==> src/rtl/clcd_pkg.sv <==
package clcd_pkg;

  // Request kinds as they arrive on the input channel
  typedef enum logic [2:0] {
    KIND_INIT   = 3'd0,
    KIND_INSTR  = 3'd1,
    KIND_DATA   = 3'd2,
    KIND_TEXT   = 3'd3,
    KIND_NUMBER = 3'd4
  } req_kind_t;

  // Pin-level event codes on the result channel
  typedef enum logic [1:0] {
    ACT_PORT_LOW = 2'd0,
    ACT_WAIT     = 2'd1,
    ACT_NIBBLE   = 2'd2,
    ACT_BUSY     = 2'd3
  } action_t;

  // Classified work handed from front to back
  typedef enum logic [1:0] {
    JOB_INIT   = 2'd0,
    JOB_BYTE   = 2'd1,
    JOB_NUMBER = 2'd2
  } job_kind_t;

  typedef enum logic [1:0] {
    PH_HI   = 2'd0,
    PH_LO   = 2'd1,
    PH_BUSY = 2'd2
  } phase_t;

  localparam int MAG_W       = 14;
  localparam int DELAY_W     = 15;
  localparam int INIT_STEP_W = 5;
  localparam int NUM_DIGITS  = 4;

  localparam logic [INIT_STEP_W-1:0] INIT_LAST_STEP = 5'd21;
  localparam logic [MAG_W-1:0]       MAG_MAX        = 14'd9999;

  localparam logic [7:0] CHAR_NEWLINE = 8'h0A;
  localparam logic [7:0] CMD_LINE2    = 8'hC0;
  localparam logic [7:0] CHAR_MINUS   = 8'h2D;
  localparam logic [3:0] DIGIT_HI     = 4'h3;
  localparam logic       CMD_DDRAM    = 1'b1;

  // Byte slots of a number print: cursor command, sign, four digits
  localparam logic [2:0] BYTE_CMD       = 3'd0;
  localparam logic [2:0] BYTE_SIGN      = 3'd1;
  localparam logic [2:0] BYTE_DIG_FIRST = 3'd2;
  localparam logic [2:0] BYTE_DIG_LAST  = 3'd5;

  localparam logic [MAG_W-1:0] DIGIT_WEIGHT [NUM_DIGITS] = '{14'd1000, 14'd100, 14'd10, 14'd1};

  typedef struct packed {
    job_kind_t        kind;
    logic [7:0]       byte_val;
    logic             rs;
    logic             neg;
    logic [MAG_W-1:0] mag;
    logic [6:0]       loc;
  } job_t;

  typedef struct packed {
    action_t            action;
    logic [3:0]         nibble;
    logic               rs;
    logic [DELAY_W-1:0] delay_us;
  } event_t;

  // Power-up wake-up and set-up sequence, one event per step
  function automatic event_t init_event(input logic [INIT_STEP_W-1:0] step);
    event_t ev;
    ev.action   = ACT_BUSY;
    ev.nibble   = 4'h0;
    ev.rs       = 1'b0;
    ev.delay_us = '0;
    case (step)
      5'd0:  ev.action = ACT_PORT_LOW;
      5'd1:  begin ev.action = ACT_WAIT;   ev.delay_us = 15'd20000; end
      5'd2:  begin ev.action = ACT_NIBBLE; ev.nibble = 4'h3; end
      5'd3:  begin ev.action = ACT_WAIT;   ev.delay_us = 15'd5000; end
      5'd4:  begin ev.action = ACT_NIBBLE; ev.nibble = 4'h3; end
      5'd5:  begin ev.action = ACT_WAIT;   ev.delay_us = 15'd120; end
      5'd6:  begin ev.action = ACT_NIBBLE; ev.nibble = 4'h3; end
      5'd8:  begin ev.action = ACT_NIBBLE; ev.nibble = 4'h2; end
      5'd10: begin ev.action = ACT_NIBBLE; ev.nibble = 4'h2; end
      5'd11: begin ev.action = ACT_NIBBLE; ev.nibble = 4'h8; end
      5'd13: begin ev.action = ACT_NIBBLE; ev.nibble = 4'h0; end
      5'd14: begin ev.action = ACT_NIBBLE; ev.nibble = 4'hC; end
      5'd16: begin ev.action = ACT_NIBBLE; ev.nibble = 4'h0; end
      5'd17: begin ev.action = ACT_NIBBLE; ev.nibble = 4'h1; end
      5'd19: begin ev.action = ACT_NIBBLE; ev.nibble = 4'h0; end
      5'd20: begin ev.action = ACT_NIBBLE; ev.nibble = 4'h6; end
      default: ev.action = ACT_BUSY;
    endcase
    return ev;
  endfunction

endpackage

==> src/rtl/clcd_front.sv <==
module clcd_front import clcd_pkg::*; (
  input  logic              in_valid,
  input  logic [2:0]        in_kind,
  input  logic [7:0]        in_byte_value,
  input  logic signed [14:0] in_number,
  input  logic [6:0]        in_location,
  input  logic              q_full,
  output logic              in_stall,
  output logic              push,
  output job_t              push_job
);

  logic        known;
  logic [14:0] abs_v;

  assign in_stall = q_full;

  always_comb begin
    known             = 1'b1;
    push_job.kind     = JOB_BYTE;
    push_job.byte_val = in_byte_value;
    push_job.rs       = 1'b0;
    push_job.neg      = in_number[14];
    push_job.loc      = in_location;
    abs_v             = in_number[14] ? 15'(-in_number) : 15'(in_number);
    push_job.mag      = (abs_v > 15'(MAG_MAX)) ? MAG_MAX : abs_v[MAG_W-1:0];
    case (req_kind_t'(in_kind))
      KIND_INIT:   push_job.kind = JOB_INIT;
      KIND_INSTR:  push_job.rs   = 1'b0;
      KIND_DATA:   push_job.rs   = 1'b1;
      KIND_TEXT: begin
        // newline moves the cursor to the second line
        if (in_byte_value == CHAR_NEWLINE) begin
          push_job.byte_val = CMD_LINE2;
          push_job.rs       = 1'b0;
        end else begin
          push_job.rs = 1'b1;
        end
      end
      KIND_NUMBER: push_job.kind = JOB_NUMBER;
      default:     known = 1'b0;
    endcase
  end

  // unknown kinds are taken and dropped
  assign push = in_valid && !q_full && known;

endmodule

==> src/rtl/clcd_fifo.sv <==
module clcd_fifo import clcd_pkg::*; #(
  parameter int DEPTH = 4
) (
  input  logic clk,
  input  logic rst_n,
  input  logic push,
  input  job_t push_job,
  input  logic pop,
  output logic full,
  output logic q_valid,
  output job_t q_job
);

  localparam int PTR_W = (DEPTH > 1) ? $clog2(DEPTH) : 1;
  localparam int CNT_W = $clog2(DEPTH + 1);

  job_t             entry_r [DEPTH];
  logic [PTR_W-1:0] wr_ptr_r, wr_ptr_nxt;
  logic [PTR_W-1:0] rd_ptr_r, rd_ptr_nxt;
  logic [CNT_W-1:0] count_r, count_nxt;

  assign full    = (count_r == CNT_W'(DEPTH));
  assign q_valid = (count_r != '0);
  assign q_job   = entry_r[rd_ptr_r];

  always_comb begin
    wr_ptr_nxt = wr_ptr_r;
    rd_ptr_nxt = rd_ptr_r;
    count_nxt  = count_r;
    if (push) begin
      wr_ptr_nxt = (wr_ptr_r == PTR_W'(DEPTH - 1)) ? '0 : wr_ptr_r + 1'b1;
    end
    if (pop) begin
      rd_ptr_nxt = (rd_ptr_r == PTR_W'(DEPTH - 1)) ? '0 : rd_ptr_r + 1'b1;
    end
    if (push && !pop) begin
      count_nxt = count_r + 1'b1;
    end else if (pop && !push) begin
      count_nxt = count_r - 1'b1;
    end
  end

  always_ff @(posedge clk) begin
    if (!rst_n) begin
      wr_ptr_r <= '0;
      rd_ptr_r <= '0;
      count_r  <= '0;
    end else begin
      wr_ptr_r <= wr_ptr_nxt;
      rd_ptr_r <= rd_ptr_nxt;
      count_r  <= count_nxt;
    end
  end

  always_ff @(posedge clk) begin
    if (push) begin
      entry_r[wr_ptr_r] <= push_job;
    end
  end

endmodule

==> src/rtl/clcd_back.sv <==
module clcd_back import clcd_pkg::*; (
  input  logic               clk,
  input  logic               rst_n,
  input  logic               q_valid,
  input  job_t               q_job,
  output logic               q_pop,
  output logic               out_valid,
  input  logic               out_stall,
  output logic [1:0]         out_action,
  output logic [3:0]         out_nibble,
  output logic               out_reg_select,
  output logic [DELAY_W-1:0] out_delay_us,
  output logic               out_last
);

  logic                   active_r, active_nxt;
  job_t                   job_r, job_nxt;
  logic [INIT_STEP_W-1:0] step_r, step_nxt;
  phase_t                 phase_r, phase_nxt;
  logic [2:0]             bidx_r, bidx_nxt;
  logic [MAG_W-1:0]       rem_r, rem_nxt;
  logic [3:0]             digit_r, digit_nxt;
  logic                   out_valid_r, out_valid_nxt;
  event_t                 ev_r;
  logic                   last_r;

  logic             out_free, emit, ev_last;
  event_t           ev;
  logic [7:0]       cur_byte;
  logic             cur_rs;
  logic [1:0]       wsel;
  logic [3:0]       dig_c [NUM_DIGITS];
  logic [MAG_W-1:0] sub_c [NUM_DIGITS];

  assign out_free = !out_valid_r || !out_stall;
  assign emit     = active_r && out_free;
  assign q_pop    = q_valid && (!active_r || (emit && ev_last));

  // byte currently being sent
  always_comb begin
    cur_byte = job_r.byte_val;
    cur_rs   = job_r.rs;
    if (job_r.kind == JOB_NUMBER) begin
      priority case (bidx_r)
        BYTE_CMD: begin
          cur_byte = {CMD_DDRAM, job_r.loc};
          cur_rs   = 1'b0;
        end
        BYTE_SIGN: begin
          cur_byte = CHAR_MINUS;
          cur_rs   = 1'b1;
        end
        default: begin
          cur_byte = {DIGIT_HI, digit_r};
          cur_rs   = 1'b1;
        end
      endcase
    end
  end

  // event and end-of-request flag
  always_comb begin
    ev.action   = ACT_BUSY;
    ev.nibble   = 4'h0;
    ev.rs       = 1'b0;
    ev.delay_us = '0;
    ev_last     = 1'b0;
    if (job_r.kind == JOB_INIT) begin
      ev      = init_event(step_r);
      ev_last = (step_r == INIT_LAST_STEP);
    end else begin
      unique case (phase_r)
        PH_HI: begin
          ev.action = ACT_NIBBLE;
          ev.nibble = cur_byte[7:4];
          ev.rs     = cur_rs;
        end
        PH_LO: begin
          ev.action = ACT_NIBBLE;
          ev.nibble = cur_byte[3:0];
          ev.rs     = cur_rs;
        end
        default: begin
          ev.action = ACT_BUSY;
          ev_last   = (job_r.kind == JOB_BYTE) || (bidx_r == BYTE_DIG_LAST);
        end
      endcase
    end
  end

  // one decimal digit per byte: compare against multiples of its weight
  assign wsel = 2'(bidx_r - BYTE_DIG_FIRST);

  always_comb begin
    for (int i = 0; i < NUM_DIGITS; i++) begin
      dig_c[i] = 4'd0;
      sub_c[i] = '0;
      for (int k = 1; k <= 9; k++) begin
        if (rem_r >= MAG_W'(k * DIGIT_WEIGHT[i])) begin
          dig_c[i] = 4'(k);
          sub_c[i] = MAG_W'(k * DIGIT_WEIGHT[i]);
        end
      end
    end
  end

  always_comb begin
    active_nxt    = active_r;
    job_nxt       = job_r;
    step_nxt      = step_r;
    phase_nxt     = phase_r;
    bidx_nxt      = bidx_r;
    rem_nxt       = rem_r;
    digit_nxt     = digit_r;
    out_valid_nxt = out_free ? emit : out_valid_r;

    if (q_pop) begin
      active_nxt = 1'b1;
      job_nxt    = q_job;
      step_nxt   = '0;
      phase_nxt  = PH_HI;
      bidx_nxt   = BYTE_CMD;
      rem_nxt    = q_job.mag;
    end else if (emit) begin
      if (ev_last) begin
        active_nxt = 1'b0;
      end
      step_nxt = step_r + 1'b1;
      unique case (phase_r)
        PH_HI: begin
          phase_nxt = PH_LO;
          if (job_r.kind == JOB_NUMBER && bidx_r >= BYTE_DIG_FIRST) begin
            digit_nxt = dig_c[wsel];
            rem_nxt   = rem_r - sub_c[wsel];
          end
        end
        PH_LO: phase_nxt = PH_BUSY;
        default: begin
          phase_nxt = PH_HI;
          // skip the sign byte for a non-negative value
          bidx_nxt  = (bidx_r == BYTE_CMD && !job_r.neg) ? BYTE_DIG_FIRST : bidx_r + 1'b1;
        end
      endcase
    end
  end

  always_ff @(posedge clk) begin
    if (!rst_n) begin
      active_r    <= 1'b0;
      out_valid_r <= 1'b0;
    end else begin
      active_r    <= active_nxt;
      out_valid_r <= out_valid_nxt;
    end
  end

  always_ff @(posedge clk) begin
    job_r   <= job_nxt;
    step_r  <= step_nxt;
    phase_r <= phase_nxt;
    bidx_r  <= bidx_nxt;
    rem_r   <= rem_nxt;
    digit_r <= digit_nxt;
    if (emit) begin
      ev_r   <= ev;
      last_r <= ev_last;
    end
  end

  assign out_valid      = out_valid_r;
  assign out_action     = ev_r.action;
  assign out_nibble     = ev_r.nibble;
  assign out_reg_select = ev_r.rs;
  assign out_delay_us   = ev_r.delay_us;
  assign out_last       = last_r;

endmodule

==> src/rtl/char_lcd_4bit_command_sequencer_top.sv <==
// Character LCD command sequencer, 4-bit bus.
// Input channel (in_valid / in_stall): one request per transaction: power-up
// init, instruction byte, data byte, text character or a signed number printed
// at a cursor location. Kinds 5 to 7 are taken and produce nothing.
// Output channel (out_valid / out_stall): one pin event per transaction: port
// low, timed wait, nibble with enable pulse, or busy wait; out_last marks the
// final event of a request.
// A taken request goes into the queue, then the back end's job register, and its
// first event is registered on the output. Throughput: one event per cycle while
// out_stall is low; 3 events per byte, 15 or 18 for a number, 22 for init. The event
// sequencer in the back end sets this figure; a request queue of QUEUE_DEPTH
// entries lets new requests in while earlier ones are still being played out.
// Number digits are produced one per byte by a compare-and-subtract step.
// Reset (rst_n low, synchronous) empties the queue and drops any event in
// progress. A stalled output holds its event; once the queue fills, in_stall
// rises and holds the sender.
module char_lcd_4bit_command_sequencer_top import clcd_pkg::*; #(
  parameter int QUEUE_DEPTH = 4
) (
  input  logic               clk,
  input  logic               rst_n,
  input  logic               in_valid,
  output logic               in_stall,
  input  logic [2:0]         in_kind,
  input  logic [7:0]         in_byte_value,
  input  logic signed [14:0] in_number,
  input  logic [6:0]         in_location,
  output logic               out_valid,
  input  logic               out_stall,
  output logic [1:0]         out_action,
  output logic [3:0]         out_nibble,
  output logic               out_reg_select,
  output logic [14:0]        out_delay_us,
  output logic               out_last
);

  logic q_full, q_push, q_pop, q_valid;
  job_t push_job, q_job;

  // classify requests and clamp numbers
  clcd_front u_front (
    .in_valid      (in_valid),
    .in_kind       (in_kind),
    .in_byte_value (in_byte_value),
    .in_number     (in_number),
    .in_location   (in_location),
    .q_full        (q_full),
    .in_stall      (in_stall),
    .push          (q_push),
    .push_job      (push_job)
  );

  // decouple request intake from event playout
  clcd_fifo #(
    .DEPTH (QUEUE_DEPTH)
  ) u_fifo (
    .clk      (clk),
    .rst_n    (rst_n),
    .push     (q_push),
    .push_job (push_job),
    .pop      (q_pop),
    .full     (q_full),
    .q_valid  (q_valid),
    .q_job    (q_job)
  );

  // expand each job into pin events, one per cycle while the output is not stalled
  clcd_back u_back (
    .clk            (clk),
    .rst_n          (rst_n),
    .q_valid        (q_valid),
    .q_job          (q_job),
    .q_pop          (q_pop),
    .out_valid      (out_valid),
    .out_stall      (out_stall),
    .out_action     (out_action),
    .out_nibble     (out_nibble),
    .out_reg_select (out_reg_select),
    .out_delay_us   (out_delay_us),
    .out_last       (out_last)
  );

endmodule

==> config.mk <==
export PLATFORM = sky130hd
export DESIGN_NAME = char_lcd_4bit_command_sequencer_top
export DESIGN_NICKNAME = d
export VERILOG_FILES = /design/src/rtl/clcd_pkg.sv /design/src/rtl/clcd_front.sv /design/src/rtl/clcd_fifo.sv /design/src/rtl/clcd_back.sv /design/src/rtl/char_lcd_4bit_command_sequencer_top.sv
export SDC_FILE = /design/constraint.sdc
export NUM_CORES = 1
export LEC_CHECK = 0
export ABC_CLOCK_PERIOD_IN_PS = 3730
export BUFFER_PORTS_ARGS = -buffer_cell sky130_fd_sc_hd__buf_2
export CAP_MARGIN = 20
export CELL_PAD_IN_SITES_DETAIL_PLACEMENT = 1
export CELL_PAD_IN_SITES_GLOBAL_PLACEMENT = 1
export CORE_MARGIN = 5
export CORE_UTILIZATION = 45
export CTS_CLUSTER_DIAMETER = 50
export CTS_CLUSTER_SIZE = 40
export DETAILED_ROUTE_END_ITERATION = 16
export HOLD_SLACK_MARGIN = 0.12
export PLACE_DENSITY_LB_ADDON = 0.1
export SYNTH_ARGS = -nofsm -noshare
export SYNTH_HDL_FRONTEND = slang
export SYNTH_SLANG_ARGS = --single-unit
==> constraint.sdc <==
create_clock -name clk -period 3.73 [get_ports clk]
set_input_delay 0.373 -clock clk [delete_from_list [all_inputs] [get_ports clk]]
set_output_delay 0.373 -clock clk [all_outputs]
set_load 0.05 [all_outputs]
==> flow_summary.html <==
<table>
<tr><th>Metric</th><th>Value</th></tr>
<tr><th colspan="2">Clocking</th></tr>
<tr><td>TritonCTS clock tree</td><td>built</td></tr>
<tr><td>Clock latency of the later-clocked register in the worst-skew pair</td><td>0.54 ns</td></tr>
<tr><td>Clock-pin slew of the registers on the worst-case setup and hold paths</td><td>0.06 ns</td></tr>
<tr><td>Clk sink count</td><td>204</td></tr>
<tr><td>Deepest clock path buffer count</td><td>3</td></tr>
<tr><td>Number of buffers created by CTS</td><td>25</td></tr>
<tr><td>Clock root cell</td><td>clkbuf_16</td></tr>
<tr><td>Number of H-tree levels</td><td>1</td></tr>
<tr><th colspan="2">Drt</th></tr>
<tr><td>Starting DRC count in detailed routing</td><td>372</td></tr>
<tr><td>Number of vias per cell</td><td>5.63</td></tr>
<tr><td>Remaining antenna violation count</td><td>0</td></tr>
<tr><td>Wire per inst</td><td>21.5 um</td></tr>
<tr><td>Total via count in the routed design</td><td>7612</td></tr>
<tr><td>Count of unresolved DRC violations after routing</td><td>0</td></tr>
<tr><td>Total Wirelength</td><td>29000 um</td></tr>
<tr><td>Iteration count of the initial detailed-routing pass</td><td>5</td></tr>
<tr><th colspan="2">Final layout</th></tr>
<tr><td>Ratio of cells with drive above 1 in the final layout</td><td>0.359</td></tr>
<tr><td>Antenna diodes</td><td>0</td></tr>
<tr><td>Post-synthesis to final-layout area growth</td><td>29.6%</td></tr>
<tr><td>Number of non-filler instances in the completed layout</td><td>1351</td></tr>
<tr><td>Nets@finish</td><td>1114</td></tr>
<tr><th colspan="2">Global route</th></tr>
<tr><td>Met3 usage</td><td>0.0256</td></tr>
<tr><td>GR peak layer</td><td>met2</td></tr>
<tr><td>Global-route total usage across every layer</td><td>0.217</td></tr>
<tr><td>Maximum number of pins on one net before global-route repair</td><td>34</td></tr>
<tr><td>GR met1 Demand/Resource</td><td>0.291</td></tr>
<tr><td>Total congestion overflow after global routing</td><td>0</td></tr>
<tr><td>Vias in the first global route</td><td>8230</td></tr>
<tr><td>First-pass GRT wire length</td><td>45300 um</td></tr>
<tr><td>Met2 global-route usage</td><td>0.385</td></tr>
<tr><td>Number of antenna violations at the first check in global routing</td><td>0</td></tr>
<tr><th colspan="2">Setup path</th></tr>
<tr><td>Worst Reg2Reg Path Length in Cells</td><td>17</td></tr>
<tr><td>Largest driver fanout on the critical path</td><td>7</td></tr>
<tr><td>Crit Reg-Reg Startpoint</td><td>u_back.rem_r[13]$_DFFE_PP_</td></tr>
<tr><td>Data arrival time of the worst path</td><td>4.49 ns</td></tr>
<tr><td>Critical path endpoint category</td><td>flip-flop</td></tr>
<tr><td>CP startpoint</td><td>u_back.rem_r[13]$_DFFE_PP_</td></tr>
<tr><td>Required time of the critical path</td><td>4.00 ns</td></tr>
<tr><td>Type of the worst setup path</td><td>reg2reg</td></tr>
<tr><td>CP startpoint kind</td><td>flip-flop</td></tr>
<tr><th colspan="2">Run</th></tr>
<tr><td>Number of max-cap violations</td><td>0</td></tr>
<tr><th colspan="2">Placement</th></tr>
<tr><td>Number of port buffers</td><td>57</td></tr>
<tr><td>Final HPWL from detailed placement</td><td>20300 um</td></tr>
<tr><td>Inst Count DP</td><td>1256</td></tr>
<tr><td>GPL Wtd Cong</td><td>0.924</td></tr>
<tr><th colspan="2">Yosys</th></tr>
<tr><td>Library cell occupying the most area in the post-synthesis netlist</td><td>edfxtp_1</td></tr>
<tr><td>Netlist cell types</td><td>83</td></tr>
<tr><td>FFs w/ async S/R, synth</td><td>0</td></tr>
<tr><td>Post-synth top area share</td><td>0.531</td></tr>
<tr><td>#FFs+latches synth</td><td>204</td></tr>
<tr><td>Share of synthesized area occupied by flip-flops and latches</td><td>0.571</td></tr>
<tr><td>Number of flops mapped to enable cells by yosys</td><td>183</td></tr>
<tr><td>Synth area leaders</td><td>edfxtp_1 53%, mux4_2 7.2%, dfxtp_1 4.1%</td></tr>
<tr><td>Number of synthesis warnings</td><td>0</td></tr>
<tr><td>Most instantiated flip-flop cell in the synthesis netlist</td><td>edfxtp_1</td></tr>
<tr><td>Summed instance area of the synthesized netlist</td><td>10400 um^2</td></tr>
<tr><td>Cells after Synth</td><td>837</td></tr>
<tr><td>Mean Syn Cell Area</td><td>12.4 um^2</td></tr>
<tr><th colspan="2">Timing</th></tr>
<tr><td>Post-route clock skew</td><td>0.0301 ns</td></tr>
<tr><td>RSZ-0062 raised after global routing</td><td>yes</td></tr>
<tr><td>Fmax</td><td>0.237 GHz</td></tr>
<tr><td>Worst slew margin relative to its limit</td><td>0.331</td></tr>
<tr><td>Max-slew violation total from the final report</td><td>0</td></tr>
<tr><td>Post-route worst hold slack</td><td>0.151 ns</td></tr>
<tr><td>Final hold violation count</td><td>0</td></tr>
<tr><td>Min setup slack post-route</td><td>-0.488 ns</td></tr>
<tr><td>Finish-stage setup viols</td><td>10</td></tr>
<tr><td>Post-route clock period utilization</td><td>1.13</td></tr>
<tr><td>Slew @ Worst Pin</td><td>1.00 ns</td></tr>
<tr><td>Period minus WS final</td><td>4.22 ns</td></tr>
<tr><th colspan="2">Floorplan</th></tr>
<tr><td>Die height</td><td>162 um</td></tr>
<tr><td>Io pins</td><td>62</td></tr>
<tr><td>Horiz. Die Dim</td><td>162 um</td></tr>
<tr><td>Starting density of the core</td><td>0.457</td></tr>
<tr><td>Total die area</td><td>26100 um^2</td></tr>
<tr><td>Number of rows created at floorplan</td><td>55</td></tr>
<tr><td>Placeable Area</td><td>22600 um^2</td></tr>
<tr><th colspan="2">Power</th></tr>
<tr><td>Power density relative to cell area</td><td>890 nW/um^2</td></tr>
<tr><td>Leak</td><td>4.99 nW</td></tr>
<tr><td>Highest ir drop seen on vdd</td><td>0.000441 V</td></tr>
<tr><th colspan="2">Worst hold path</th></tr>
<tr><td>Kind of path behind the tightest hold check</td><td>in2reg</td></tr>
<tr><td>Startpoint of the lowest-slack hold path</td><td>out_stall</td></tr>
<tr><td>Number of cells on the worst hold path</td><td>3</td></tr>
<tr><th colspan="2">Run status</th></tr>
<tr><td>Failing checks</td><td>setup timing</td></tr>
<tr><td>Result of the run</td><td>finished with violations</td></tr>
</table>
through the flow:
step                setup slack (ns)   util  TNS (ns)  total power [mW]  cell area, um^2
global route                  -0.630  0.593     -4.77              12.6            13400
global placement              -0.511  0.521     -2.35              8.42            11800
detailed placement            -0.578  0.521     -2.98              8.58            11800
floorplan                     -0.278      -    -0.668              6.37            10400
finish                        -0.488  0.593     -3.21              11.9            13400
CTS                           -0.343  0.583     -2.13              11.6            13200
cells in the final DEF, fill, tap and decap left out, types with 6 or more instances in the layout:
master	netlist	routed
or2_2	8	7
nand2_1	73	71
buf_2	5	57
a21oi_1	44	34
dlygate4sd3_1	0	11
o31ai_1	10	6
buf_6	1	6
nand2b_1	14	14
and2_1	10	10
xor2_1	14	13
edfxtp_1	183	183
nand3_1	22	19
inv_1	28	27
dfxtp_1	21	20
buf_4	9	159
xnor2_1	9	8
clkbuf_16	0	25
ha_1	28	23
a21oi_2	1	10
o21ai_1	2	12
o21ai_0	53	40
nor2_1	59	57
nor2b_1	16	16
nor3_1	15	13
mux4_2	33	33
area by class of cell:
| class | count | area (um^2) |
|---|---|---|
| flip-flops and latches | 204 | 5920 |
| repair buffers | 236 | 1720 |
| well taps | 285 | 357 |
| fillers | 2314 | 9220 |
| clock buffers | 27 | 633 |
| clock inverters | 19 | 254 |
| inverters | 30 | 113 |
| multi-input cells | 550 | 4430 |
worst max-delay path, cell delays in order (launching register included):
cell and delay (ns):
edfxtp_1 0.40, or4_4 0.63, buf_6 0.16, nor4_4 0.21, buf_4 0.17, buf_6 0.12, and3_4 0.20, nand2_2 0.07
a21o_1 0.22, buf_4 0.15, ha_4 0.25, nand2b_1 0.08, a21oi_2 0.27, o41ai_4 0.09, buf_4 0.16, a211oi_4 0.27
a311oi_2 0.15, o311a_1 0.37
logic make-up after synthesis:
family	count (synthesis)	share of synthesized area
flops	204	0.571
other cells	1	0.000362
compound gates	193	0.126
fa+ha+maj	31	0.0387
buf+inv	86	0.0358
mux	40	0.0788
simple gates	259	0.130
xor+xnor	23	0.0195
synthesized netlist by cell type (15+ instances only):
master      n
nor2_1     59
edfxtp_1  183
nor2b_1    16
dfxtp_1    21
mux4_2     33
o21ai_0    53
nand2_1    73
inv_1      28
ha_1       28
nand3_1    22
nor3_1     15
clkbuf_1   37
a21oi_1    44
worst paths after layout:
path | endpoint | slack (ns)
worst max-delay path | u_back.rem_r[13]$_DFFE_PP_ | -0.49
worst min-delay path | u_back.out_valid$_SDFFE_PN0N_ | 0.15
worst max register to register | u_back.rem_r[13]$_DFFE_PP_ | -0.49
worst min register to register | u_back.phase_r[0]$_SDFFE_PP0P_ | 0.50
report_power, final:
group	total, mW	leakage [nW]	switching, mW	internal, mW
clock network	2.50	0.426	1.06	1.44
registers	3.39	1.85	0.291	3.10
logic	6.05	2.71	3.37	2.68
flip-flops by register name, summed over array words and instances, names as in the netlist, named ones only:
| signal | flops |
|---|---|
| u_back.out_last | 1 |
| u_fifo.entry_r | 132 |
| u_back.phase_r | 2 |
| u_fifo.wr_ptr_r | 2 |
| u_back.out_reg_select | 1 |
| u_back.bidx_r | 3 |
| u_back.digit_r | 4 |
| u_back.out_nibble | 4 |
| u_back.step_r | 5 |
| u_fifo.count_r | 3 |
| u_back.out_delay_us | 6 |
| u_back.out_valid | 1 |
| u_back.out_action | 2 |
| u_back.rem_r | 14 |
| u_back.job_r | 19 |
| u_back.active_r | 1 |
| u_fifo.rd_ptr_r | 2 |
repair_timing:
item | 4_1_cts | 5_1_grt
endpoints found under the hold margin | 44 | 0
setup endpoints to repair | 8 | 12
pin swaps | 19 | 16
hold buffers | 11 | 0
setup buffers | 34 | 10
gates resized for setup | 37 | 37
metal layers:
layer  vias up  wire length, um
met5         -                0
met1      3801            12800
met2       169            14600
li1       3597                -
met4         0              561
met3        45             1110
Note: power is estimated with default switching activity, not from simulation.
